## src/hw/rtl/slj_fifo.sv

```systemverilog
module slj_fifo #(
	parameter int W = 8
) (
	input  logic         clk,
	input  logic         arst_n,
	input  logic         wr_en,
	input  logic [W-1:0] wr_data,
	output logic         full,
	input  logic         rd_en,
	output logic [W-1:0] rd_data,
	output logic         empty
);

	logic [W-1:0] mem_q [2];
	logic         wp_q;
	logic         rp_q;
	logic [1:0]   cnt_q;

	always_ff @(posedge clk or negedge arst_n) begin
		if (!arst_n) begin
			wp_q  <= 1'b0;
			rp_q  <= 1'b0;
			cnt_q <= 2'd0;
		end else begin
			if (wr_en)
				wp_q <= ~wp_q;
			if (rd_en)
				rp_q <= ~rp_q;
			cnt_q <= cnt_q + 2'(wr_en) - 2'(rd_en);
		end
	end

	always_ff @(posedge clk) begin
		if (wr_en)
			mem_q[wp_q] <= wr_data;
	end

	assign rd_data = mem_q[rp_q];
	assign full    = (cnt_q == 2'd2);
	assign empty   = (cnt_q == 2'd0);

endmodule

```

## config.mk

```make
export PLATFORM = sky130hd
export DESIGN_NAME = slj_fifo
export DESIGN_NICKNAME = d
export VERILOG_FILES = /design/src/hw/rtl/slj_fifo.sv
export SDC_FILE = /design/constraint.sdc
export NUM_CORES = 1
export LEC_CHECK = 0
export BUFFER_PORTS_ARGS = -buffer_cell sky130_fd_sc_hd__buf_2
export CORE_MARGIN = 4
export CORE_UTILIZATION = 49
export CTS_CLUSTER_SIZE = 12
export DETAILED_ROUTE_END_ITERATION = 6
export PLACE_DENSITY = 0.75
export SYNTH_ARGS = -nofsm -noshare
export SYNTH_HDL_FRONTEND = slang
export SYNTH_SLANG_ARGS = --single-unit
```

## constraint.sdc

```tcl
create_clock -name clk -period 1.8 [get_ports clk]
set_clock_uncertainty 0.15 [all_clocks]
set_input_delay 0.27 -clock clk [delete_from_list [all_inputs] [get_ports clk]]
set_output_delay 0.27 -clock clk [all_outputs]
set_load 0.01 [all_outputs]
```

After elaboration in Yosys (flattened, before gate mapping)
Memory sizes are Yosys's and may differ from the RTL's.
Index checks and enable logic that the tools add are counted.
{ "totals": {"regBits": 4, "ramBits": 16, "inputBits": 12, "output_inout_bits": 10, "mem_count": 1} }
{ "mem_list": {"columns": ["memory", "depth", "word_bits", "read_ports", "rd_ports_with_merged_regs", "wr", "line", "rtl"], "rows": [
  ["mem_q", 2, 8, 1, 0, 1, "14", "logic [W-1:0] mem_q [2];"]
]} }
{ "classes": {"addsub": 2, "eq_ne": 1, "mux": 2, "n_bitwise": 2, "n_reduce_logical": 1} }
{ "ops": {"columns": ["cell", "n"], "rows": [
  ["adder 2 x 1 -> 2 bit", 1],
  ["equality test 2 bit (second input constant)", 1],
  ["logical NOT 2 bit", 1],
  ["2-to-1 mux 1 bit", 2],
  ["NOT 1 bit", 2],
  ["subtractor 2 x 1 -> 2 bit", 1]
]} }

Logic depth before layout (Yosys ltp)
{ "logic_depth": {"word_depth": 2, "ltp_mapped": 5} }

Least setup slack after synthesis
No wires, ideal clock.
{ "synth_path": {"path_kind": "reg2reg", "startpoint": "register wp_q", "endpoint": "memory mem_q[0][0] (enable)", "setup_time_ns": 0.373, "arrival_time_ns": 0.789, "path_slack_ns": 0.488, "stages_incl_launch_ff": 2, "n_path_buf": 0, "cell_sequence": "dfrtp_1 > nor2b_1"} }
{ "synth_lines": {"columns": ["element", "line", "rtl"], "rows": [
  ["start: declaration", "15", "logic wp_q;"],
  ["start signal: assignment", "26", "wp_q <= ~wp_q;"],
  ["end: declaration", "14", null]
]} }
Straight into the memory's write port.

Worst setup path in the final report
{ "layout_path": {"startpoint": "register rp_q", "endpoint": "output port rd_data[1]"} }
{ "layout_via": {"elab_chain_cells": 1} }
{ "layout_lines": {"columns": ["element", "line", "rtl"], "rows": [
  ["start: declaration", "16", "logic rp_q;"],
  ["start signal: assignment", "28", "rp_q <= ~rp_q;"],
  ["memory (2 x 8 bit)", null, null],
  ["end: declaration", "10", "output logic [W-1:0] rd_data,"]
]} }
No other way between the ends.

==> results by group <==
Run status
  – Result of the run: finished clean

Setup path
  – CP endpoint kind: primary output
  – Required arrival time at the worst endpoint: 1.38 ns
  – Crit path max-delay family: flip-flops
  – Start-to-end type of the worst setup path: reg2out
  – CP max-delay cell: sky130_fd_sc_hd__dfrtp_2
  – Number of buffer and inverter instances along the worst setup path: 1
  – Peak per-stage delay on the critical path: 0.55 ns
  – Reg-to-reg slack, setup: 0.46 ns
  – Worst-path cell chain: mux2_4 -> buf_2
  – Critical path data arrival time: 1.30 ns
  – Crit Path Max Fanout: 9
  – Type of origin of the critical path: flip-flop

Finish
  – Post-layout net count: 82
  – Layout cells sized above 1: 0.507
  – Synth-to-layout area growth: 20.9%
  – Filler-free cell count of the finished design: 83
  – Number of diodes added for antenna fixing: 0

Route
  – Post-DRT Antenna Nets: 0
  – Total number of vias: 397
  – Violation count after the first detailed-routing iteration: 6
  – First-pass DRT Iterations: 2
  – Avg WL per Cell: 12.4 um
  – Final WL: 1.03 mm
  – Detail-routed via count per cell: 4.78
  – Remaining DRCs: 0

Timing
  – Pin slew with the least headroom to its limit: 0.366 ns
  – Fin crit period: 1.72 ns
  – Slew Viols, Final: 0
  – Final setup viols: 0
  – Final Hold Violating Endpoints: 0
  – Setup repair after global routing missed its margin: false
  – Setup TNS after final layout: 0 ns
  – Max Freq: 582 MHz
  – Share of the cycle needed by the critical path after routing: 0.954
  – Slew margin rel.: 0.756

Yosys
  – Cell count after synthesis: 40
  – Top cell type's share of synthesized area: 0.594
  – Top_reg_cell synth: sky130_fd_sc_hd__edfxtp_1
  – Area of the mapped netlist: 808 um2
  – Yosys warning total: 0
  – Cell types with the largest area share after synthesis: sky130_fd_sc_hd__edfxtp_1, sky130_fd_sc_hd__mux2_4, sky130_fd_sc_hd__dfrtp_1
  – Number of enable-type register cells in the synthesized netlist: 16
  – Async SR Flop Fraction: 0.200
  – Most frequent cell after synthesis: sky130_fd_sc_hd__edfxtp_1
  – Flip-flop and latch count after synthesis: 20
  – Portion of the post-synthesis area used by sequential elements: 0.718
  – Yosys cell types: 11
  – Synthesized area per cell: 20.2 um2
  – Synth cell count leaders: sky130_fd_sc_hd__edfxtp_1, sky130_fd_sc_hd__mux2_4, sky130_fd_sc_hd__dfrtp_1
  – Nets in the synthesized netlist: 54
  – Largest area contributor in the netlist: sky130_fd_sc_hd__edfxtp_1

Floorplan
  – Number of placement rows: 14
  – Die Area: 0.00236 mm2
  – Height of the chip: 48.6 um
  – Initial cell density of the core: 0.530
  – Die outline width: 48.6 um
  – Core area: 0.00152 mm2
  – Number of top-level pins: 22

Clock tree
  – CTS buffer count: 3
  – CTS H-tree depth: 1
  – Clock Sinks: 20
  – Cell at the root of the clock tree: sky130_fd_sc_hd__clkbuf_4
  – Worst-case clock buffer depth: 2
  – Clock insertion delay at the later pin of the skew report: 0.28 ns
  – Clock slew seen by the registers of the worst setup and hold paths: 0.10 ns
  – CTS tree: done
  – Count of buffers added by post-CTS timing repair for setup: 0

Power and ir drop
  – Pwr Density: 1430 mW/mm2
  – Peak supply drop: 0.907 mV
  – Cell leakage power: 0.433 nW
  – Total Power Consumption: 1.39 mW

Global routing
  – M1 GR Usage: 0.0911
  – Vias in the first global route: 420
  – GRT met2 Usage: 0.172
  – All-layer global routing usage: 0.0893
  – Grt ovf: 0
  – Number of antenna violations at the first check in global routing: 0
  – Wire length of the first global-routing pass: 1.66 mm
  – Most Used Layer, Global Route: met2
  – Largest net degree at the start of global routing: 12
  – GR Util met3: 0.0245

Hold path
  – Kind of path behind the tightest hold check: in2reg

Place
  – Cell Count Post-Placement: 77
  – PortBufs: 21
  – Routability Congestion: 0.648

Job
  – Max-cap viol count: 0
[path summary, 6_finish.rpt]
path | to | from | cells after the start
worst max-delay path | rd_data[1] | rp_q | 2
worst min-delay path | mem_q[0][6] | wr_data[6] | 1
worst max register to register | cnt_q[1] | cnt_q[0] | 5
worst min register to register | wp_q | wp_q | 1
max in group asynchronous | rp_q | arst_n | 2
min in group asynchronous | rp_q | arst_n | 2
[routing by layer]
metal | wire (um) | up-vias
met4 | 0 | 0
met1 | 391 | 188
met2 | 576 | 10
li1 | - | 199
met3 | 65 | 0
met5 | 0 | -
[flip-flops by register name, summed over array words and instances, names as in the netlist]
register	cells
rp_q	1
cnt_q	2
wp_q	1
mem_q	16
[stage by stage]
stage / hold WS [ns] / util / worst slack [ns] / instance area [um2]
after global placement: -0.0713 / 0.610 / 0.283 / 930
after floorplan: -0.176 / - / 0.488 / 808
after detailed placement: -0.0734 / 0.610 / 0.228 / 930
final: 0.0177 / 0.641 / 0.0830 / 977
after global routing: 0.00341 / 0.641 / 0.0192 / 977
after CTS: 0.00709 / 0.635 / 0.0575 / 967
[power breakdown]
group / switching (mW) / internal [mW]
Sequential: 0.0963 / 0.631
Clock: 0.117 / 0.0860
Combinational: 0.178 / 0.284
[kinds of logic after synthesis]
logic type / count (synthesis) / share of synthesized area
simple gates: 4 / 0.0279
mux: 8 / 0.149
flops: 20 / 0.718
fa+ha+maj: 2 / 0.0310
xor+xnor: 3 / 0.0511
buf+inv: 3 / 0.0232
[cell usage in the layout (no fill, tap or decap)]
cell type                       instances
sky130_fd_sc_hd__buf_2                 21
sky130_fd_sc_hd__clkbuf_1               1
sky130_fd_sc_hd__and2_1                 1
sky130_fd_sc_hd__dfrtp_2                1
sky130_fd_sc_hd__clkbuf_4               3
sky130_fd_sc_hd__nor2_1                 1
sky130_fd_sc_hd__buf_4                  1
sky130_fd_sc_hd__edfxtp_1              16
sky130_fd_sc_hd__ha_1                   2
sky130_fd_sc_hd__dfrtp_1                3
sky130_fd_sc_hd__xor3_1                 1
sky130_fd_sc_hd__dlygate4sd3_1          2
sky130_fd_sc_hd__inv_1                  2
sky130_fd_sc_hd__mux2_4                 8
sky130_fd_sc_hd__xor2_1                 2
sky130_fd_sc_hd__nor2b_1                2
[cell type report]
| class | instances | area (um2) |
|---|---|---|
| Sequential cell | 20 | 582 |
| Multi-Input combinational cell | 17 | 209 |
| Clock buffer | 4 | 26.3 |
| Tap cell | 16 | 20.0 |
| Inverter | 2 | 7.51 |
| Timing Repair Buffer | 24 | 133 |
| Fill cell | 110 | 547 |
[repair_timing]
action                     in CTS  in global routing
resized for setup               1                  0
hold buffers                    1                  1
setup endpoints to repair       8                  0
hold endpoints to repair        4                  2
Power figures use the tool's default switching activity.
