**src/hw/rtl/slj_pkg.sv**
```systemverilog
package slj_pkg;

	localparam int MAX_COMPONENTS_DEF = 4;
	localparam int MAX_GROUP_DEF = 6;

	// config register indexes
	localparam logic [2:0] REG_FORMAT      = 3'd0;
	localparam logic [2:0] REG_FRAME_W     = 3'd1;
	localparam logic [2:0] REG_FRAME_H     = 3'd2;
	localparam logic [2:0] REG_SLICE_CNT   = 3'd3;
	localparam logic [2:0] REG_SLICE_W     = 3'd4;
	localparam logic [2:0] REG_LAST_W      = 3'd5;
	localparam logic [2:0] REG_IMAGE_SIZE  = 3'd6;
	localparam logic [2:0] REG_INIT_PRED   = 3'd7;

	// status codes
	localparam logic [1:0] ST_OK   = 2'd0;
	localparam logic [1:0] ST_GEOM = 2'd1;
	localparam logic [1:0] ST_DONE = 2'd2;

	localparam logic [15:0] MAX_DX = 16'd19440;
	localparam logic [15:0] MAX_DY = 16'd5920;
	// floor(x/3) = (x * RECIP3) >> 17 for any 16-bit x
	localparam logic [16:0] RECIP3 = 17'd43691;
	// slice-row pixel position saturates here (above any real width)
	localparam logic [17:0] PIX_SAT = 18'h20000;

	typedef struct packed {
		logic [2:0] n;
		logic [1:0] xs;
		logic [1:0] ys;
		logic [2:0] g;
		logic [2:0] ppg;
		logic [2:0] step;
		logic [2:0] cpg;
		logic       sub;
	} fmt_t;

	typedef struct packed {
		fmt_t        fmt;
		logic        geom_ok;
		logic [15:0] rx;
		logic [16:0] ry;
		logic [15:0] ppsr_norm;
		logic [15:0] ppsr_last;
		logic [15:0] swc;
		logic [15:0] sw;
		logic [15:0] lsw;
		logic [7:0]  sc;
		logic [15:0] fw;
		logic [15:0] fh;
		logic        busy;
		logic        ld;
		logic [16:0] rem_ld;
		logic [17:0] pix_ld;
		logic        pred_ld;
		logic [63:0] pred_val;
	} geo_t;

	typedef struct packed {
		logic [15:0] sample;
		logic [12:0] out_row;
		logic [14:0] out_col;
		logic [1:0]  status;
		logic        last;
	} res_t;

	function automatic fmt_t fmt_of(input logic [1:0] m);
		fmt_t f;
		case (m)
			2'd0: f = '{n: 3'd3, xs: 2'd2, ys: 2'd2, g: 3'd6, ppg: 3'd4, step: 3'd6,
				cpg: 3'd6, sub: 1'b1};
			2'd1: f = '{n: 3'd3, xs: 2'd2, ys: 2'd1, g: 3'd4, ppg: 3'd2, step: 3'd6,
				cpg: 3'd4, sub: 1'b1};
			2'd2: f = '{n: 3'd2, xs: 2'd1, ys: 2'd1, g: 3'd2, ppg: 3'd1, step: 3'd2,
				cpg: 3'd1, sub: 1'b0};
			default: f = '{n: 3'd4, xs: 2'd1, ys: 2'd1, g: 3'd4, ppg: 3'd1, step: 3'd4,
				cpg: 3'd1, sub: 1'b0};
		endcase
		return f;
	endfunction

endpackage

```
**src/hw/rtl/slj_back.sv**
```systemverilog
module slj_back #(
	parameter int MAX_COMPONENTS = slj_pkg::MAX_COMPONENTS_DEF,
	parameter int MAX_GROUP      = slj_pkg::MAX_GROUP_DEF
) (
	input  logic                clk,
	input  logic                arst_n,
	input  logic                fire,
	input  logic [16:0]         diff,
	input  slj_pkg::geo_t       geo,
	output logic [31:0]         gfr,
	output slj_pkg::res_t       res
);

	localparam int CW = (MAX_COMPONENTS > 1) ? $clog2(MAX_COMPONENTS) : 1;
	localparam int GW = (MAX_GROUP > 1) ? $clog2(MAX_GROUP) : 1;

	logic [15:0] pred_q [MAX_COMPONENTS];
	logic [15:0] pred_n [MAX_COMPONENTS];
	logic [15:0] rsg_q  [MAX_GROUP];
	logic [7:0]  sidx_q, sidx_n;
	logic [15:0] srow_q, srow_n;
	logic [31:0] gfr_q, gfr_n;
	logic [15:0] fcol_q, fcol_n;
	logic [15:0] scol_q, scol_n;
	logic [12:0] irow_q, irow_n;
	logic [14:0] icol_q, icol_n;
	logic [2:0]  grp_q, grp_n;
	logic        fin_q, fin_n;
	logic [16:0] rem_q, rem_n;
	logic [17:0] pix_q, pix_n;

	logic [2:0]  gp;
	logic [15:0] smp;
	logic        rsg_we;

	slj_pkg::fmt_t fm;

	always_comb begin
		logic        run;
		logic        last_sl;
		logic [15:0] ppsr;
		logic [18:0] pend;
		logic [15:0] pshift;
		logic [12:0] irow;
		logic [14:0] icol;
		logic [15:0] fcol;
		logic [2:0]  comp;
		logic [CW-1:0] ci;
		logic [2:0]  gp1;
		logic [2:0]  ridx;
		logic [16:0] scn;
		logic [15:0] wof;
		logic [16:0] sr;
		logic [17:0] remt;
		logic [18:0] pixt;
		logic [15:0] predv [MAX_COMPONENTS];

		fm      = geo.fmt;
		gp      = (grp_q >= fm.g) ? 3'd0 : grp_q;
		pred_n  = pred_q;
		predv   = pred_q;
		sidx_n  = sidx_q;
		srow_n  = srow_q;
		gfr_n   = gfr_q;
		fcol_n  = fcol_q;
		scol_n  = scol_q;
		irow_n  = irow_q;
		icol_n  = icol_q;
		grp_n   = grp_q;
		fin_n   = fin_q;
		rem_n   = rem_q;
		pix_n   = pix_q;
		smp     = 16'd0;
		rsg_we  = 1'b0;
		res     = '0;
		run     = 1'b0;
		last_sl = (9'(sidx_q) + 9'd1 == 9'(geo.sc));
		ppsr    = last_sl ? geo.ppsr_last : geo.ppsr_norm;
		pend    = 19'(pix_q) + 19'(ppsr);
		pshift  = (fm.xs == 2'd2) ? {1'b0, pix_q[15:1]} : pix_q[15:0];
		irow    = irow_q;
		icol    = icol_q;
		fcol    = fcol_q;
		comp    = 3'd0;
		ci      = '0;
		gp1     = 3'd0;
		ridx    = 3'd0;
		scn     = 17'd0;
		wof     = 16'd0;
		sr      = 17'd0;
		remt    = 18'd0;
		pixt    = 19'd0;

		if (fin_q) begin
			res.status = slj_pkg::ST_DONE;
		end else if (!geo.geom_ok) begin
			res.status = slj_pkg::ST_GEOM;
		end else begin
			grp_n = gp;
			run   = 1'b1;
			// start of a slice row
			if (gp == 3'd0 && scol_q == 16'd0) begin
				if (sidx_q >= geo.sc || pix_q >= {2'b0, geo.rx}) begin
					fin_n      = 1'b1;
					res.status = slj_pkg::ST_DONE;
					run        = 1'b0;
				end else if (pend > 19'(geo.rx) || (last_sl && pend != 19'(geo.rx))) begin
					res.status = slj_pkg::ST_GEOM;
					run        = 1'b0;
				end else begin
					irow = 13'((fm.ys == 2'd2) ? (rem_q >> 1) : rem_q);
					icol = 15'(19'(pshift) * 19'(fm.cpg));
				end
			end

			if (run) begin
				// frame row boundary: reload from first group of previous row
				if (gp == 3'd0 && fcol_q >= geo.fw) begin
					for (int c = 0; c < MAX_COMPONENTS; c++) begin
						if (3'(c) < fm.n) begin
							ridx = (c == 0) ? 3'd0 : (fm.g - fm.n + 3'(c));
							predv[c] = rsg_q[ridx[GW-1:0]];
						end
					end
					fcol = 16'd0;
				end
				comp = (gp < fm.ppg) ? 3'd0 : (gp - fm.ppg + 3'd1);
				ci   = comp[CW-1:0];
				smp  = predv[ci] + diff[15:0];
				predv[ci] = smp;
				pred_n = predv;
				rsg_we = (fcol == 16'd0);

				res.sample  = smp;
				res.out_row = irow;
				res.out_col = icol + 15'(gp);
				irow_n = irow;
				icol_n = icol;
				fcol_n = fcol;

				gp1 = gp + 3'd1;
				if (gp1 >= fm.g) begin
					grp_n  = 3'd0;
					icol_n = icol + 15'(fm.g);
					fcol_n = fcol + 16'(fm.xs);
					scn    = 17'(scol_q) + 17'(fm.step);
					wof    = last_sl ? geo.lsw : geo.sw;
					if (scn >= 17'(wof)) begin
						scol_n = 16'd0;
						gfr_n  = gfr_q + 32'(fm.ys);
						sr     = 17'(srow_q) + 17'(fm.ys);
						if (sr >= 17'(geo.fh)) begin
							sr     = 17'd0;
							sidx_n = sidx_q + 8'd1;
						end
						srow_n = sr[15:0];
						remt   = 18'(rem_q) + 18'(fm.ys);
						if (remt >= 18'(geo.ry)) begin
							rem_n = 17'(remt - 18'(geo.ry));
							pixt  = 19'(pix_q) + 19'(geo.swc);
							pix_n = (pixt >= 19'(slj_pkg::PIX_SAT)) ? slj_pkg::PIX_SAT
								: pixt[17:0];
						end else begin
							rem_n = remt[16:0];
						end
						fin_n = (sidx_n >= geo.sc) || (pix_n >= {2'b0, geo.rx});
					end else begin
						scol_n = scn[15:0];
					end
				end else begin
					grp_n = gp1;
				end
				res.last = fin_n;
			end
		end
	end

	always_ff @(posedge clk or negedge arst_n) begin
		if (!arst_n) begin
			for (int c = 0; c < MAX_COMPONENTS; c++)
				pred_q[c] <= 16'd0;
			sidx_q <= 8'd0;
			srow_q <= 16'd0;
			gfr_q  <= 32'd0;
			fcol_q <= 16'd0;
			scol_q <= 16'd0;
			irow_q <= 13'd0;
			icol_q <= 15'd0;
			grp_q  <= 3'd0;
			fin_q  <= 1'b0;
			rem_q  <= 17'd0;
			pix_q  <= 18'd0;
		end else begin
			if (fire) begin
				pred_q <= pred_n;
				sidx_q <= sidx_n;
				srow_q <= srow_n;
				gfr_q  <= gfr_n;
				fcol_q <= fcol_n;
				scol_q <= scol_n;
				irow_q <= irow_n;
				icol_q <= icol_n;
				grp_q  <= grp_n;
				fin_q  <= fin_n;
				rem_q  <= rem_n;
				pix_q  <= pix_n;
			end
			if (geo.ld) begin
				rem_q <= geo.rem_ld;
				pix_q <= geo.pix_ld;
			end
			if (geo.pred_ld) begin
				for (int c = 0; c < MAX_COMPONENTS; c++)
					pred_q[c] <= geo.pred_val[16*c +: 16];
			end
		end
	end

	// row-start store, no reset
	always_ff @(posedge clk) begin
		if (fire && rsg_we)
			rsg_q[gp[GW-1:0]] <= smp;
	end

	assign gfr = gfr_q;

	a_grp_range: assert property (@(posedge clk) disable iff (!arst_n)
		fire && !fin_q && geo.geom_ok |=> grp_q < $past(geo.fmt.g))
		else $error("group position out of range");
	a_fin_sticky: assert property (@(posedge clk) disable iff (!arst_n)
		fin_q |=> fin_q)
		else $error("finished flag cleared");
	a_last_fin: assert property (@(posedge clk) disable iff (!arst_n)
		fire && res.last |=> fin_q)
		else $error("last beat without completion");
	a_pix_sat: assert property (@(posedge clk) disable iff (!arst_n)
		pix_q <= slj_pkg::PIX_SAT)
		else $error("slice-row pixel beyond saturation");

endmodule

```
**config.mk**
```make
export PLATFORM = sky130hd
export DESIGN_NAME = slj_back
export DESIGN_NICKNAME = d
export VERILOG_FILES = /design/src/hw/rtl/slj_pkg.sv /design/src/hw/rtl/slj_back.sv
export SDC_FILE = /design/constraint.sdc
export NUM_CORES = 1
export LEC_CHECK = 0
export ABC_CLOCK_PERIOD_IN_PS = 20400
export BUFFER_PORTS_ARGS = -buffer_cell sky130_fd_sc_hd__buf_2
export CORE_MARGIN = 4
export CORE_UTILIZATION = 61
export DETAILED_ROUTE_END_ITERATION = 8
export PLACE_DENSITY = 0.95
export SYNTH_ARGS = -nofsm -noshare
export SYNTH_HDL_FRONTEND = slang
export SYNTH_SLANG_ARGS = --single-unit
export TNS_END_PERCENT = 10
```
**constraint.sdc**
```tcl
create_clock -name clk -period 20.4 [get_ports clk]
set_input_delay 4.08 -clock clk [delete_from_list [all_inputs] [get_ports clk]]
set_output_delay 4.08 -clock clk [all_outputs]
set_load 0.03 [all_outputs]
```
# == Word-level counts from Yosys, hierarchy flattened ==
# Memory sizes are Yosys's and may differ from the RTL's.
# Cells that the tools add are included.
# word_totals
mem_count,1
out_inout_bits,79
wordCells,191
ramBits,96
reg_bits,219
in_bits,296
# mem_list
name,words,width,rd,rd_clocked_by_memory_dff,write_ports,line,rtl
rsg_q,6,16,4,0,1,slj_back.sv:19,logic [15:0] rsg_q [MAX_GROUP];
# op_classes
addsub,20
n_reduce_logical,25
magnitude_cmp,19
muxes,102
n_mul,1
bitwise,2
eq_ne,6
# op_table
cell,n
64-bit two-way mux,9
16-bit two-way mux,20
18-bit two-way mux,14
17-bit two-way mux,8
44-bit two-way mux,3
15-bit two-way mux,6
64-bit bitwise mux,1
13-bit two-way mux,4
8-bit two-way mux,6
18-bit by 16-bit adder with 19-bit output,2
18-bit by 16-bit greater-or-equal comparator with 1-bit output,2
17-bit by 16-bit greater-or-equal comparator with 1-bit output,2
32-bit by 2-bit adder with 32-bit output,1
16-bit binary-select mux with 2-bit select,1
16-bit demux with 2-bit select,1
16-bit logical NOT,2
15-bit by 3-bit adder with 15-bit output,2
1-bit two-way mux,21
"19-bit by 18-bit greater-or-equal comparator with 1-bit output, second input constant",1
19-bit by 16-bit > comparator with 1-bit output,1
19-bit by 16-bit != test with 1-bit output,1
17-bit by 2-bit adder with 18-bit output,1
18-bit by 17-bit greater-or-equal comparator with 1-bit output,1
16-bit by 2-bit adder with 17-bit output,1
35 further kinds,64

# == Depth between registers and ports, before layout ==
# logic_depth
word_depth,25
mapped_depth,42

# == Worst setup path after synthesis ==
# No wires, ideal clock.
# synth_path
path_kind,input to output
start,in geo[141] (netlist bit)
end,out res[11] (netlist bit)
stages,39
path_slack_ps,5412
arrival_ps,10908
required_time_ps,16320
path_cell_list,nand2b_1 a32oi_1 or3_1 nand4_1 and4b_1 buf_2 buf_1 nand2_1 nand2_1 ha_1 inv_1 fa_1 nand2b_1 a21oi_2 o211ai_2 nand2b_1 a21oi_1 o21bai_1 (+3 left out) a21o_1 a21oi_1 nor2_1 a2111o_1 o21a_1 buf_2 nor3_1 buf_2 buf_4 nand3_1 nand2_1 ha_1 inv_1 fa_1 inv_1 a21oi_1 o31a_1 a211oi_1
# synth_rtl
element,line,rtl
from (decl),slj_back.sv:9,"input slj_pkg::geo_t geo,"
to (decl),slj_back.sv:11,output slj_pkg::res_t res

==> results by group <==
Run status
  • Status: finished, final reports clean

Timing
  • Setup TNS: 0 ps
  • Max Clock Freq: 0.0597 GHz
  • Worst Tran Pin Value: 1200 ps
  • Post-route clock period utilization: 0.821
  • Count of final setup violators: 0
  • Endpoints failing hold: 0
  • Relative max-transition margin: 0.201
  • Pins over their slew limit: 0
  • Clk_skew: 25.4 ps
  • Worst hold margin: 485 ps
  • Clock period minus worst slack: 16750 ps
  • RSZ-0062 raised after global routing: no

Clock tree
  • Setup bufs post-CTS: 0
  • Clk sinks: 315
  • Inserted Clock Buffers: 38
  • Hold_buf cts: 0
  • Clock latency on the worst-skew pair: 580 ps
  • CTS tree: yes
  • Reg clk slew, reported paths: 60 ps
  • Post-CTS sizing: 0
  • H-tree depth: 2
  • Clock Tree Buf Depth: 3
  • Root buffer cell: clkbuf_16

Synthesis
  • Yosys reg bits: 315
  • Register area share after synthesis: 0.297
  • Unique cell type count in the Yosys netlist: 94
  • Top FF cell, synth: dfrtp_1
  • Post-synth top area share: 0.195
  • Avg Inst Size Synth: 8.69 um2
  • Syn Std Cell Area: 0.0281 mm2
  • Synth area leader: dfrtp_1
  • Synth top area cells: dfrtp_1 19%, edfxtp_1 10%, ha_1 9.9%
  • Post-synth ARST share: 0.695
  • Yosys Warn Count: 0
  • Cells after Synth: 3237
  • Post-Syn Nets: 3781
  • Post-synth EDFFs: 96
  • Synth cell count leaders: 388 x nand2_1, 280 x nor2_1, 223 x ha_1
  • Most frequent cell after synthesis: nand2_1

Min path
  • Worst Hold Class: reg -> reg
  • Worst Hold Path Cells: 1
  • Hold_sp: gfr[31]
  • Hold Path End: gfr[31]

Setup path
  • Largest stage delay on the critical path: 910 ps
  • Reg2reg end: icol_q[12]
  • Critical Path RT: 16320 ps
  • CP dominant cell by count: a21oi_1
  • Slowest cell on crit path: nand4b_1
  • Flop2flop setup slack: 10850 ps
  • Critical path launch point type: input pin
  • Crit. End Element: output pin
  • Critical register-to-register path startpoint: sidx_q[0]
  • Worst EP arrival: 12670 ps
  • Worst Path Max Fanout: 20
  • CP Class: in -> out
  • FF-to-FF path depth: 34

Detailed routing
  • Top Metal Used: met5
  • Per-cell routed wire length: 22.7 um
  • Vias: 27800
  • DRT antenna net count: 0
  • Final wirelength: 94.2 mm
  • Initial DRT Pass Iterations: 8
  • Met3 wire length: 12.0 mm
  • Detailed Route Iter0 Violations: 4005
  • Via density: 6.70
  • DRC viols: 0
  • DRT met1 WL: 32.0 mm
  • Met2 wire length: 42.6 mm

Power and ir drop
  • Lkg Pwr: 0.0145 uW
  • Pwr Density: 94.1 mW/mm2
  • Maximum vdd drop: 0.0000990 V

Global route
  • First-pass GRT wire length: 144 mm
  • Grt total ovfl: 0
  • Vias in the first global route: 27100
  • Initial antenna violation count: 13
  • Total track usage: 0.363
  • Largest net degree at the start of global routing: 89

Die
  • Initial Util: 0.618
  • Die Height: 223 um
  • DIE AREA: 0.0496 mm2
  • IO Pins: 375
  • Core Box Area: 0.0455 mm2
  • Row count: 78
  • Die width: 223 um

Placement
  • Gpl congestion: 0.985
  • Port buffer count: 371
  • DP Wirelength: 66.6 mm

Cells and area
  • Final core occ: 0.698
  • Fin nets: 4057
  • Layout cells sized above 1: 0.170
  • Area Growth Syn to Fin: 12.8%

Job
  • Max Cap Viol: 0
placed cells by master, fill, tap and decap left out, drive strengths merged, types with 76 or more instances in the layout:
master and count:
a211oi 76, edfxtp 96, mux2i 178, buf 410
ha 223, nor2 281, inv 184, a21oi 200
xnor2 113, nand2 388, nand3 80, dfrtp 219
o21ai 203
how the worst max path moves through the flow:
stage | from | end | slack (ps) | cells after the start
6_report | geo[141] | res[17] | 3650 | 34
5_1_grt | geo[141] | res[17] | 3160 | 34
4_1_cts | geo[141] | res[17] | 3770 | 34
3_5_place_dp | geo[141] | res[17] | 3870 | 34
3_3_place_gp | geo[141] | res[15] | 4060 | 34
2_1_floorplan | geo[141] | res[11] | 5410 | 39
cell type report:
| class | instances | area, um2 |
|---|---|---|
| antenna | 1 | 2.50 |
| clock buffer | 48 | 1050 |
| clock inverter | 21 | 264 |
| fill | 3288 | 13800 |
| inverter | 182 | 683 |
| multi-input combinational | 2566 | 18500 |
| sequential | 315 | 8360 |
| tap | 600 | 751 |
| timing repair buffer | 410 | 2160 |
per-layer routing:
metal,vias to the layer above,global-route usage
met2,2079,0.582
met4,22,0.235
met3,543,0.110
met5,-,0
li1,12400,-
met1,12700,0.423
flip-flops by register name, indices dropped and copies added, names as in the netlist, 3 cells and up:
name,flops
scol_q,16
irow_q,13
grp_q,3
icol_q,15
pred_q,64
gfr,32
rem_q,17
srow_q,16
sidx_q,8
pix_q,18
rsg_q,96
fcol_q,16
logic make-up after synthesis:
logic type | Yosys count | synth area share
AOI/OAI and AO/OA | 813 | 0.189
xor gates and xnor gates | 168 | 0.0528
adders and majority gates | 248 | 0.117
buffers and inverters | 356 | 0.0512
DFF | 315 | 0.297
muxes | 256 | 0.113
and+or+nand+nor | 1081 | 0.180
stage by stage:
stage / std cells / setup WS, ps / cell area (um2) / power (uW)
after global routing: 4143 / 3160 / 31700 / 3120
after detailed placement: 4073 / 3870 / 30400 / 2180
after floorplan: 3237 / 5410 / 28100 / 1760
after global placement: 4073 / 4060 / 30400 / 2130
final: 4143 / 3650 / 31700 / 2980
after CTS: 4142 / 3770 / 31700 / 2920
power by group:
part	internal [uW]	switching [uW]	total (uW)	leakage [uW]
Sequential	707	55.0	762	0.00370
Clock	433	305	738	0.000629
Combinational	537	948	1480	0.0102
Total	1680	1310	2980	0.0145
worst max-delay path, delay by kind of cell:
family / cells / cell delay [ps]
AOI/OAI and AO/OA: 13 / 3400
xor gates and xnor gates: 1 / 140
adders and majority gates: 4 / 1110
buffers and inverters: 4 / 490
and+or+nand+nor: 12 / 3430
Power figures use the tool's default switching activity.
