## src/hw/rtl/slj_pkg.sv

```systemverilog
package slj_pkg;

	localparam int MAX_COMPONENTS_DEF = 4;
	localparam int MAX_GROUP_DEF = 6;

	// config register indexes
	localparam logic [2:0] REG_FORMAT      = 3'd0;
	localparam logic [2:0] REG_FRAME_W     = 3'd1;
	localparam logic [2:0] REG_FRAME_H     = 3'd2;
	localparam logic [2:0] REG_SLICE_CNT   = 3'd3;
	localparam logic [2:0] REG_SLICE_W     = 3'd4;
	localparam logic [2:0] REG_LAST_W      = 3'd5;
	localparam logic [2:0] REG_IMAGE_SIZE  = 3'd6;
	localparam logic [2:0] REG_INIT_PRED   = 3'd7;

	// status codes
	localparam logic [1:0] ST_OK   = 2'd0;
	localparam logic [1:0] ST_GEOM = 2'd1;
	localparam logic [1:0] ST_DONE = 2'd2;

	localparam logic [15:0] MAX_DX = 16'd19440;
	localparam logic [15:0] MAX_DY = 16'd5920;
	// floor(x/3) = (x * RECIP3) >> 17 for any 16-bit x
	localparam logic [16:0] RECIP3 = 17'd43691;
	// slice-row pixel position saturates here (above any real width)
	localparam logic [17:0] PIX_SAT = 18'h20000;

	typedef struct packed {
		logic [2:0] n;
		logic [1:0] xs;
		logic [1:0] ys;
		logic [2:0] g;
		logic [2:0] ppg;
		logic [2:0] step;
		logic [2:0] cpg;
		logic       sub;
	} fmt_t;

	typedef struct packed {
		fmt_t        fmt;
		logic        geom_ok;
		logic [15:0] rx;
		logic [16:0] ry;
		logic [15:0] ppsr_norm;
		logic [15:0] ppsr_last;
		logic [15:0] swc;
		logic [15:0] sw;
		logic [15:0] lsw;
		logic [7:0]  sc;
		logic [15:0] fw;
		logic [15:0] fh;
		logic        busy;
		logic        ld;
		logic [16:0] rem_ld;
		logic [17:0] pix_ld;
		logic        pred_ld;
		logic [63:0] pred_val;
	} geo_t;

	typedef struct packed {
		logic [15:0] sample;
		logic [12:0] out_row;
		logic [14:0] out_col;
		logic [1:0]  status;
		logic        last;
	} res_t;

	function automatic fmt_t fmt_of(input logic [1:0] m);
		fmt_t f;
		case (m)
			2'd0: f = '{n: 3'd3, xs: 2'd2, ys: 2'd2, g: 3'd6, ppg: 3'd4, step: 3'd6,
				cpg: 3'd6, sub: 1'b1};
			2'd1: f = '{n: 3'd3, xs: 2'd2, ys: 2'd1, g: 3'd4, ppg: 3'd2, step: 3'd6,
				cpg: 3'd4, sub: 1'b1};
			2'd2: f = '{n: 3'd2, xs: 2'd1, ys: 2'd1, g: 3'd2, ppg: 3'd1, step: 3'd2,
				cpg: 3'd1, sub: 1'b0};
			default: f = '{n: 3'd4, xs: 2'd1, ys: 2'd1, g: 3'd4, ppg: 3'd1, step: 3'd4,
				cpg: 3'd1, sub: 1'b0};
		endcase
		return f;
	endfunction

endpackage

```

## src/hw/rtl/slj_cfg.sv

```systemverilog
module slj_cfg #(
	parameter int MAX_COMPONENTS = slj_pkg::MAX_COMPONENTS_DEF,
	parameter int MAX_GROUP      = slj_pkg::MAX_GROUP_DEF
) (
	input  logic               clk,
	input  logic               arst_n,
	input  logic               cfg_we,
	input  logic [2:0]         cfg_index,
	input  logic [63:0]        cfg_data,
	input  logic [31:0]        gfr,
	output slj_pkg::geo_t      geo
);

	localparam logic [6:0] SEQ_START = 7'd8;
	localparam logic [6:0] DIV_END   = 7'd40;
	localparam logic [6:0] SEQ_LD    = 7'd72;
	localparam logic [6:0] SEQ_DONE  = 7'd73;

	logic [1:0]  mode_q;
	logic [15:0] fw_q, fh_q, sw_q, lsw_q;
	logic [7:0]  sc_q;
	logic [31:0] isz_q;
	logic [6:0]  cnt_q;

	slj_pkg::fmt_t fmt;
	logic [15:0] dx, dy;

	logic [31:0] dxh_prod_s1;
	logic [32:0] sw_prod_s1, lsw_prod_s1;
	logic [24:0] total_s1;

	logic [14:0] q6;
	logic [15:0] sw3, lsw3;
	logic        dxh_m3, sw_m3, lsw_m3;

	logic [15:0] rx_s2;
	logic [16:0] ry_s2;
	logic [40:0] lhs_s2;
	logic        dx_ok_s2, sw_ok_s2, lsw_ok_s2;
	logic [15:0] ppsr_norm_s2, ppsr_last_s2;

	logic [32:0] rxry_s3;
	logic [40:0] lhs_s3;
	logic        flags_s3;

	logic [34:0] rhs;
	logic        misc_ok;
	logic        ok_s4;

	logic [31:0] dvd_q;
	logic [16:0] drem_q;
	logic [17:0] acc_q;
	logic [17:0] rsh;
	logic [18:0] mac;
	logic [15:0] swc;

	function automatic logic div_ok(input logic [15:0] w, input logic m3,
		input logic [1:0] m);
		logic r;
		case (m)
			2'd0, 2'd1: r = !w[0] && m3;
			2'd2:       r = !w[0];
			default:    r = (w[1:0] == 2'd0);
		endcase
		return r;
	endfunction

	always_ff @(posedge clk or negedge arst_n) begin
		if (!arst_n) begin
			mode_q <= 2'd2;
			fw_q   <= 16'd1;
			fh_q   <= 16'd1;
			sc_q   <= 8'd1;
			sw_q   <= 16'd1;
			lsw_q  <= 16'd1;
			isz_q  <= 32'd65537;
		end else if (cfg_we) begin
			case (cfg_index)
				slj_pkg::REG_FORMAT:     mode_q <= cfg_data[1:0];
				slj_pkg::REG_FRAME_W:    fw_q   <= cfg_data[15:0];
				slj_pkg::REG_FRAME_H:    fh_q   <= cfg_data[15:0];
				slj_pkg::REG_SLICE_CNT:  sc_q   <= cfg_data[7:0];
				slj_pkg::REG_SLICE_W:    sw_q   <= cfg_data[15:0];
				slj_pkg::REG_LAST_W:     lsw_q  <= cfg_data[15:0];
				slj_pkg::REG_IMAGE_SIZE: isz_q  <= cfg_data[31:0];
				default: ;
			endcase
		end
	end

	assign fmt = slj_pkg::fmt_of(mode_q);
	assign dx  = isz_q[15:0];
	assign dy  = isz_q[31:16];

	// stage 1: reciprocal products and total slice width
	always_ff @(posedge clk) begin
		dxh_prod_s1 <= 32'(dx[15:1]) * 32'(slj_pkg::RECIP3);
		sw_prod_s1  <= 33'(sw_q) * 33'(slj_pkg::RECIP3);
		lsw_prod_s1 <= 33'(lsw_q) * 33'(slj_pkg::RECIP3);
		total_s1    <= (sc_q == 8'd0) ? 25'd0
			: 25'(sc_q - 8'd1) * 25'(sw_q) + 25'(lsw_q);
	end

	assign q6     = dxh_prod_s1[31:17];
	assign sw3    = sw_prod_s1[32:17];
	assign lsw3   = lsw_prod_s1[32:17];
	assign dxh_m3 = (17'(dx[15:1]) == 17'(q6) * 17'd3);
	assign sw_m3  = (18'(sw_q) == 18'(sw3) * 18'd3);
	assign lsw_m3 = (18'(lsw_q) == 18'(lsw3) * 18'd3);

	// stage 2: raw dims, divisibility, frame area
	always_ff @(posedge clk) begin
		case (mode_q)
			2'd0:    rx_s2 <= {q6, 1'b0};
			2'd1:    rx_s2 <= {1'b0, dx[15:2], 1'b0};
			default: rx_s2 <= dx;
		endcase
		ry_s2  <= (fmt.ys == 2'd2) ? {dy, 1'b0} : {1'b0, dy};
		lhs_s2 <= 41'(fh_q) * 41'(total_s1);
		dx_ok_s2 <= (dx != 16'd0) && (dy != 16'd0) && (dx <= slj_pkg::MAX_DX)
			&& (dy <= slj_pkg::MAX_DY)
			&& ((mode_q == 2'd0) ? (!dx[0] && dxh_m3)
			: (mode_q == 2'd1) ? (dx[1:0] == 2'd0) : 1'b1);
		sw_ok_s2     <= div_ok(sw_q, sw_m3, mode_q);
		lsw_ok_s2    <= div_ok(lsw_q, lsw_m3, mode_q);
		ppsr_norm_s2 <= fmt.sub ? sw3 : sw_q;
		ppsr_last_s2 <= fmt.sub ? lsw3 : lsw_q;
	end

	// stage 3
	always_ff @(posedge clk) begin
		rxry_s3  <= 33'(rx_s2) * 33'(ry_s2);
		lhs_s3   <= lhs_s2;
		flags_s3 <= dx_ok_s2 && sw_ok_s2 && lsw_ok_s2 && (sw_q <= rx_s2)
			&& (lsw_q <= rx_s2);
	end

	assign rhs = fmt.sub ? (35'({rxry_s3, 1'b0}) + 35'(rxry_s3)) : 35'(rxry_s3);
	assign misc_ok = (int'(fmt.n) <= MAX_COMPONENTS) && (int'(fmt.g) <= MAX_GROUP)
		&& !((sc_q >= 8'd2) && (sw_q == 16'd0))
		&& !((sc_q >= 8'd1) && (lsw_q == 16'd0))
		&& ((fmt.ys != 2'd2) || !fh_q[0])
		&& (fw_q != 16'd0) && ((fmt.xs != 2'd2) || !fw_q[0]);

	// stage 4
	always_ff @(posedge clk) begin
		ok_s4 <= flags_s3 && !(lhs_s3 < 41'(rhs)) && misc_ok;
	end

	assign swc = (sc_q == 8'd1) ? ppsr_last_s2 : ppsr_norm_s2;

	// recompute sequencer: gfr / ry (32 steps), then quotient * swc (32 steps)
	always_ff @(posedge clk or negedge arst_n) begin
		if (!arst_n)
			cnt_q <= 7'd0;
		else if (cfg_we)
			cnt_q <= 7'd0;
		else if (cnt_q != SEQ_DONE)
			cnt_q <= cnt_q + 7'd1;
	end

	assign rsh = {drem_q, dvd_q[31]};
	assign mac = {acc_q, 1'b0} + (dvd_q[31] ? 19'(swc) : 19'd0);

	always_ff @(posedge clk) begin
		if (cnt_q == SEQ_START - 7'd1) begin
			dvd_q  <= gfr;
			drem_q <= 17'd0;
			acc_q  <= 18'd0;
		end else if (cnt_q >= SEQ_START && cnt_q < DIV_END) begin
			if (rsh >= {1'b0, ry_s2}) begin
				drem_q <= 17'(rsh - {1'b0, ry_s2});
				dvd_q  <= {dvd_q[30:0], 1'b1};
			end else begin
				drem_q <= rsh[16:0];
				dvd_q  <= {dvd_q[30:0], 1'b0};
			end
		end else if (cnt_q >= DIV_END && cnt_q < SEQ_LD) begin
			acc_q <= (mac >= 19'(slj_pkg::PIX_SAT)) ? slj_pkg::PIX_SAT : mac[17:0];
			dvd_q <= {dvd_q[30:0], 1'b0};
		end
	end

	always_comb begin
		geo.fmt       = fmt;
		geo.geom_ok   = ok_s4;
		geo.rx        = rx_s2;
		geo.ry        = ry_s2;
		geo.ppsr_norm = ppsr_norm_s2;
		geo.ppsr_last = ppsr_last_s2;
		geo.swc       = swc;
		geo.sw        = sw_q;
		geo.lsw       = lsw_q;
		geo.sc        = sc_q;
		geo.fw        = fw_q;
		geo.fh        = fh_q;
		geo.busy      = (cnt_q != SEQ_DONE);
		geo.ld        = (cnt_q == SEQ_LD);
		geo.rem_ld    = drem_q;
		geo.pix_ld    = acc_q;
		geo.pred_ld   = cfg_we && (cfg_index == slj_pkg::REG_INIT_PRED);
		geo.pred_val  = cfg_data;
	end

	a_ld_ends_busy: assert property (@(posedge clk) disable iff (!arst_n)
		geo.ld && !cfg_we |=> !geo.busy)
		else $error("busy still set after position reload");
	a_write_busy: assert property (@(posedge clk) disable iff (!arst_n)
		cfg_we |=> geo.busy && !geo.ld)
		else $error("config write did not restart recompute");

endmodule

```

## config.mk

```make
export PLATFORM = sky130hd
export DESIGN_NAME = slj_cfg
export DESIGN_NICKNAME = d
export VERILOG_FILES = /design/src/hw/rtl/slj_pkg.sv /design/src/hw/rtl/slj_cfg.sv
export SDC_FILE = /design/constraint.sdc
export NUM_CORES = 2
export LEC_CHECK = 0
export ABC_CLOCK_PERIOD_IN_PS = 20800
export BUFFER_PORTS_ARGS = -buffer_cell sky130_fd_sc_hd__buf_2
export CAP_MARGIN = 20
export CORE_MARGIN = 4
export CORE_UTILIZATION = 32
export CTS_BUF_LIST = sky130_fd_sc_hd__clkbuf_16
export DETAILED_ROUTE_END_ITERATION = 10
export PLACE_DENSITY = 0.52
export SLEW_MARGIN = 20
export SYNTH_ARGS = -nofsm -noshare
export SYNTH_HDL_FRONTEND = slang
export SYNTH_SLANG_ARGS = --single-unit
```

## constraint.sdc

```tcl
create_clock -name clk -period 20.8 [get_ports clk]
set_input_delay 2.08 -clock clk [delete_from_list [all_inputs] [get_ports clk]]
set_output_delay 2.08 -clock clk [all_outputs]
set_load 0.05 [all_outputs]
```

# ---- Yosys cells after proc, flatten, opt, wreduce, memory -nomap -nowiden
# Index checks and enable logic that the tools add are counted.
dict set report word_totals {
  rom_bits 0
  ramBits 0
  latchBits 0
  reg_bits 485
  memories 0
}
dict set report op_classes {
  reduce_logical 56
  n_mul 9
  n_bitwise 1
  n_div 0
  n_mux 20
  shifts 0
  n_lt_le_gt_ge 15
  addsub 6
  eq_ne 19
}
# cell n
set op_table {}
lappend op_table {{$mux W32} 3}
lappend op_table {{$mul A16 B16 Y32 const B} 2}
lappend op_table {{$pmux W20 S3} 1}
lappend op_table {{$mux W16} 3}
lappend op_table {{$reduce_bool A16 Y1} 3}
lappend op_table {{$lt A41 B35 Y1} 1}
lappend op_table {{$mul A16 B25 Y41} 1}
lappend op_table {{$add A34 B33 Y35} 1}
lappend op_table {{$mux W35} 1}
lappend op_table {{$eq A16 B17 Y1} 2}
lappend op_table {{$mul A15 B2 Y17 const B} 2}
lappend op_table {{$mul A16 B17 Y33} 1}
lappend op_table {{$le A16 B16 Y1} 2}
lappend op_table {{$logic_not A16 Y1} 2}
lappend op_table {{$pmux W16 S2} 1}
lappend op_table {{$mul A15 B16 Y31 const B} 1}
lappend op_table {{$mux W15} 2}
lappend op_table {{$add A25 B16 Y25} 1}
lappend op_table {{$mul A9 B17 Y25} 1}
lappend op_table {{$logic_and A1 B1 Y1} 24}
lappend op_table {{$add A19 B16 Y19} 1}
lappend op_table {{$ge A19 B18 Y1 const B} 1}
lappend op_table {{$ge A18 B17 Y1} 1}
lappend op_table {{$mux W18} 1}
lappend op_table {{other kinds (38)} 67}

# ---- Depth between registers and ports, before layout
dict set report logic_depth {
  depth_word 10
  depth_mapped 29
  depth_no_buf 26
}

# ---- Least setup slack after synthesis
# No wires, ideal clock.
dict set report synth_timing {
  path_kind {register to register}
  from {register sc_q[0]}
  to {register total_s1[24]}
  synth_period_minus_slack_ps 7278
  setup_slack_ps 13522
  n_path_buf 4
  stages_incl_launch_ff 27
  arrival_ps 7199
  required_ps 20721
  cell_sequence {dfstp_2 clkbuf_1 inv_1 clkbuf_1 ha_1 and2_1 clkbuf_1 inv_1 buf_1 nor2_1 fa_1 fa_1 fa_1 fa_1 inv_1 fa_1 inv_1 ha_1 nand3_1 or2_2 o211a_1 a311o_1 o22ai_1 o21ai_0 a21boi_0 nand4_1 o211ai_1}
}
dict set report synth_between {
  elab_chain_cells 3
  word_cells_on_any_way 4
  classes_between {add/sub (2); mul (1); reduce/logical (1)}
}
# element line_no
set synth_rtl {}
lappend synth_rtl {{start: declaration} slj_cfg.sv:21} ;# logic [7:0] sc_q;
lappend synth_rtl {{start signal: assignment} slj_cfg.sv:82} ;# slj_pkg::REG_SLICE_CNT: sc_q <= cfg_data[7:0];
lappend synth_rtl {{$sub A8 B1 Y9} slj_cfg.sv:101} ;# : 25'(sc_q - 8'd1) * 25'(sw_q) + 25'(lsw_q);
lappend synth_rtl {{$mul A9 B17 Y25} slj_cfg.sv:101}
lappend synth_rtl {{$add A25 B16 Y25} slj_cfg.sv:101}
lappend synth_rtl {{end signal: assignment} slj_cfg.sv:100} ;# total_s1 <= (sc_q == 8'd0) ? 25'd0
lappend synth_rtl {{end: declaration} slj_cfg.sv:30} ;# logic [24:0] total_s1;
# Parallel ways exist; a longest one is shown, timed or not.
# A chain may end at the register's enable or synchronous reset.

# ---- Worst setup path after layout
# Ends and elaborated chain as after synthesis.

==> flow_summary.json <==
{
  "grtUsageMet2_pct": 32.9,
  "relSlewSlack_pct": 20.1,
  "fin_crit_sh_pct": 36.9,
  "clk_pin_slew_ns": 0.07,
  "htreeDepth": 2,
  "netlist_instances": 6462,
  "remaining_drc_errors": 0,
  "syn_to_final_growth_pct": 9.82,
  "drive_gt1_share_pct": 10.9,
  "fin_area_um2": 66000,
  "crit_required_ns": 21.37,
  "status": "finished, final reports clean",
  "die_area_um2": 195000,
  "setup_viol_count_final": 0,
  "rsz0062_at_grt": "false",
  "synth_mux_area_share_pct": 3.89,
  "use_met1_pct": 25.4,
  "overflow": 0,
  "grt_pass1_wl_mm": 289,
  "arrival_ns": 8.25,
  "final_nets": 8454,
  "fin_hold_ws_ns": 0.326,
  "synth_warnings": 0,
  "crit_slowest_cell": "xnor2_1",
  "finalHoldViolations": 0,
  "fmax_mhz": 130,
  "busiest_layer": "met2",
  "reg2reg_slack_ns": 13.12,
  "die_h_um": 441,
  "grt_start_max_net_pins": 71,
  "setup_tns_ns": 0,
  "synth_seq_cells": 434,
  "skew_ns": 0.0545,
  "max_stage_delay_ns": 0.73,
  "antenna_found_initial": 6,
  "cts_hold_buf": 0,
  "end_kind": "flip-flop",
  "clock_latency_ns": 0.68,
  "crit_fanout": 14,
  "root_buffer": "clkbuf_16",
  "ff2ff_path_depth": 22,
  "seq_area_frac_synth_pct": 15.9,
  "cts_tree": "built",
  "place_congestion": 0.890,
  "post-route-util_pct": 35.5,
  "core_area_um2": 186000,
  "rows": 158,
  "synth_top_family_by_area": "adder cells",
  "grt_pass1_vias": 47300,
  "holdPathStages": 0,
  "yosys.area_share.simple_pct": 11.7,
  "crit_type": "reg2reg",
  "worstPathCellList": "inv_1, ha_1, or3b_2, xnor2_1, and2_1, fa_1, fa_1, fa_1, fa_1, inv_1, fa_1, inv_1, ha_1, nand3_1, or2_2, o211a_1, a311o_1, o22ai_1, o21ai_0, a21boi_0, nand4_1, o211ai_1",
  "fin_crit_ns": 7.68,
  "dp_hpwl_mm": 151,
  "cts_setup_buffers": 0,
  "syn-cell-area_um2": 60100,
  "die_x_um": 441,
  "drt_first_pass_iters": 5,
  "initial_utilization_pct": 32.3,
  "timing.rr.end": "total_s1[24]",
  "async_flop_share_pct": 26.0,
  "portBuffers": 311,
  "ys.flop_type": "dfxtp_1",
  "grtUsageTotal_pct": 19.4,
  "hp-class": "reg2reg",
  "cap_violations": 0,
  "hold_path_end": "lhs_s3[38]",
  "dpl-instance-area_um2": 64100,
  "cpLargestDelayFamily": "adder cells",
  "wirelength_mm": 189,
  "numCtsBuffers": 53,
  "via_per_inst": 4.86,
  "wl_per_cell_um": 20.6,
  "syn_area_per_cell_um2": 9.30,
  "start_kind": "flip-flop",
  "yosys.area_share.adder_pct": 46.5,
  "synth_xor_area_share_pct": 3.69,
  "grt_util_met3_pct": 2.11,
  "drt_first_iter_violations": 2457,
  "rr_startpoint": "sc_q[0]",
  "synth_compound_area_share_pct": 8.02,
  "synth-edff-count": 32,
  "critPathMostFrequentCell": "fa_1",
  "critical_path_buf_inv_count": 3,
  "drtAntennaViolNets": 0,
  "synthDistinctLibCells": 91,
  "worst_slew_pin_slew_ns": 1.20,
  "via_count": 44600,
  "cts_buffer_depth": 3,
  "cts_resized": 0,
  "min_from": "lhs_s2[38]",
  "final_max_slew_viol_count": 0,
  "ios": 378,
  "cts_num_sinks": 434
}
cells in the final DEF, fill, tap and decap left out, drive strengths merged, types with 182 or more instances in the layout:
cell and instances:
dfxtp 289, o21ai 195, mux2 182, nand2 686, nor2 306, inv 1289, fa 873, ha 838
buf 393, a21oi 223
per-stage QoR:
step / setup WS [ns] / std cells
detailed placement: 13.18 / 9066
CTS: 13.10 / 9166
floorplan: 13.52 / 6463
global route: 12.54 / 9170
finish: 13.12 / 9172
global placement: 13.23 / 9066
cell type report:
cell class | instances | area [um2]
Fill cell | 19100 | 120000
Multi-Input combinational cell | 4472 | 44400
Sequential cell | 434 | 9590
Inverter | 1287 | 4830
Tap cell | 2480 | 3100
Timing Repair Buffer | 393 | 2180
Clock buffer | 55 | 1380
Clock inverter | 45 | 504
Antenna cell | 6 | 15.0
how the worst max path moves through the flow:
| stage | from | endpoint | slack (ns) | depth (start not counted) |
|---|---|---|---|---|
| after floorplan | sc_q[0] | total_s1[24] | 13.52 | 26 |
| after detailed placement | sc_q[0] | total_s1[24] | 13.18 | 22 |
| after CTS | sc_q[0] | total_s1[24] | 13.10 | 22 |
| after global placement | sc_q[2] | total_s1[24] | 13.23 | 22 |
| after global routing | sc_q[0] | total_s1[24] | 12.54 | 22 |
| final | sc_q[0] | total_s1[24] | 13.12 | 22 |
flip-flops by register name (all words and copies together), names as in the netlist, 17 cells and up:
name,cells
dvd_q,32
rxry_s3,33
lhs_s2,41
total_s1,25
acc_q,18
isz_q,32
ry_s2,17
drem_q,17
lhs_s3,41
synth_stat cells, drive strengths merged, types with 24 or more instances:
master / n / area, um2
nand2b: 52 / 325
nor4: 28 / 175
mux2i: 29 / 290
clkbuf: 179 / 672
xnor2: 168 / 1470
o21a: 33 / 248
nor3: 54 / 270
o21ai: 195 / 983
ha: 838 / 10500
nor2: 306 / 1150
o21bai: 25 / 191
a31oi: 24 / 150
and2: 179 / 1120
dfxtp: 289 / 5790
nor2b: 53 / 332
nand4: 39 / 244
fa: 873 / 17500
dfrtp: 105 / 2630
inv: 1276 / 4790
a21o: 93 / 699
edfxtp: 32 / 961
nand3: 70 / 350
nand2: 686 / 2570
xor2: 85 / 744
mux2: 182 / 2050
buf: 91 / 637
a21oi: 223 / 1130
layer usage:
layer,wire [um],part of all wire (%)
met5,0,0
met4,8870,4.7
met3,9560,5.1
met2,88800,47
met1,81400,43
cell families after synthesis:
| family | after synthesis |
|---|---|
| flops | 434 |
| buf+inv | 1557 |
| fa+ha+maj | 1711 |
| xor+xnor | 253 |
| mux | 211 |
| other cells | 1 |
| simple gates | 1541 |
| compound gates | 754 |
worst reg2reg max path, delay by kind of cell, from the launching register on:
kind / cells / cell delay, ns
AND/OR/NAND/NOR: 5 / 1.29
XOR/XNOR: 1 / 0.73
adder cells (fa/ha/maj): 7 / 3.20
buffers and inverters: 3 / 0.45
AO/OA/AOI/OAI: 6 / 1.45
flip-flops: 1 / 0.43
Power is not shown: default switching activity piles up to over one toggle a cycle in this logic, so the estimate is an artifact.
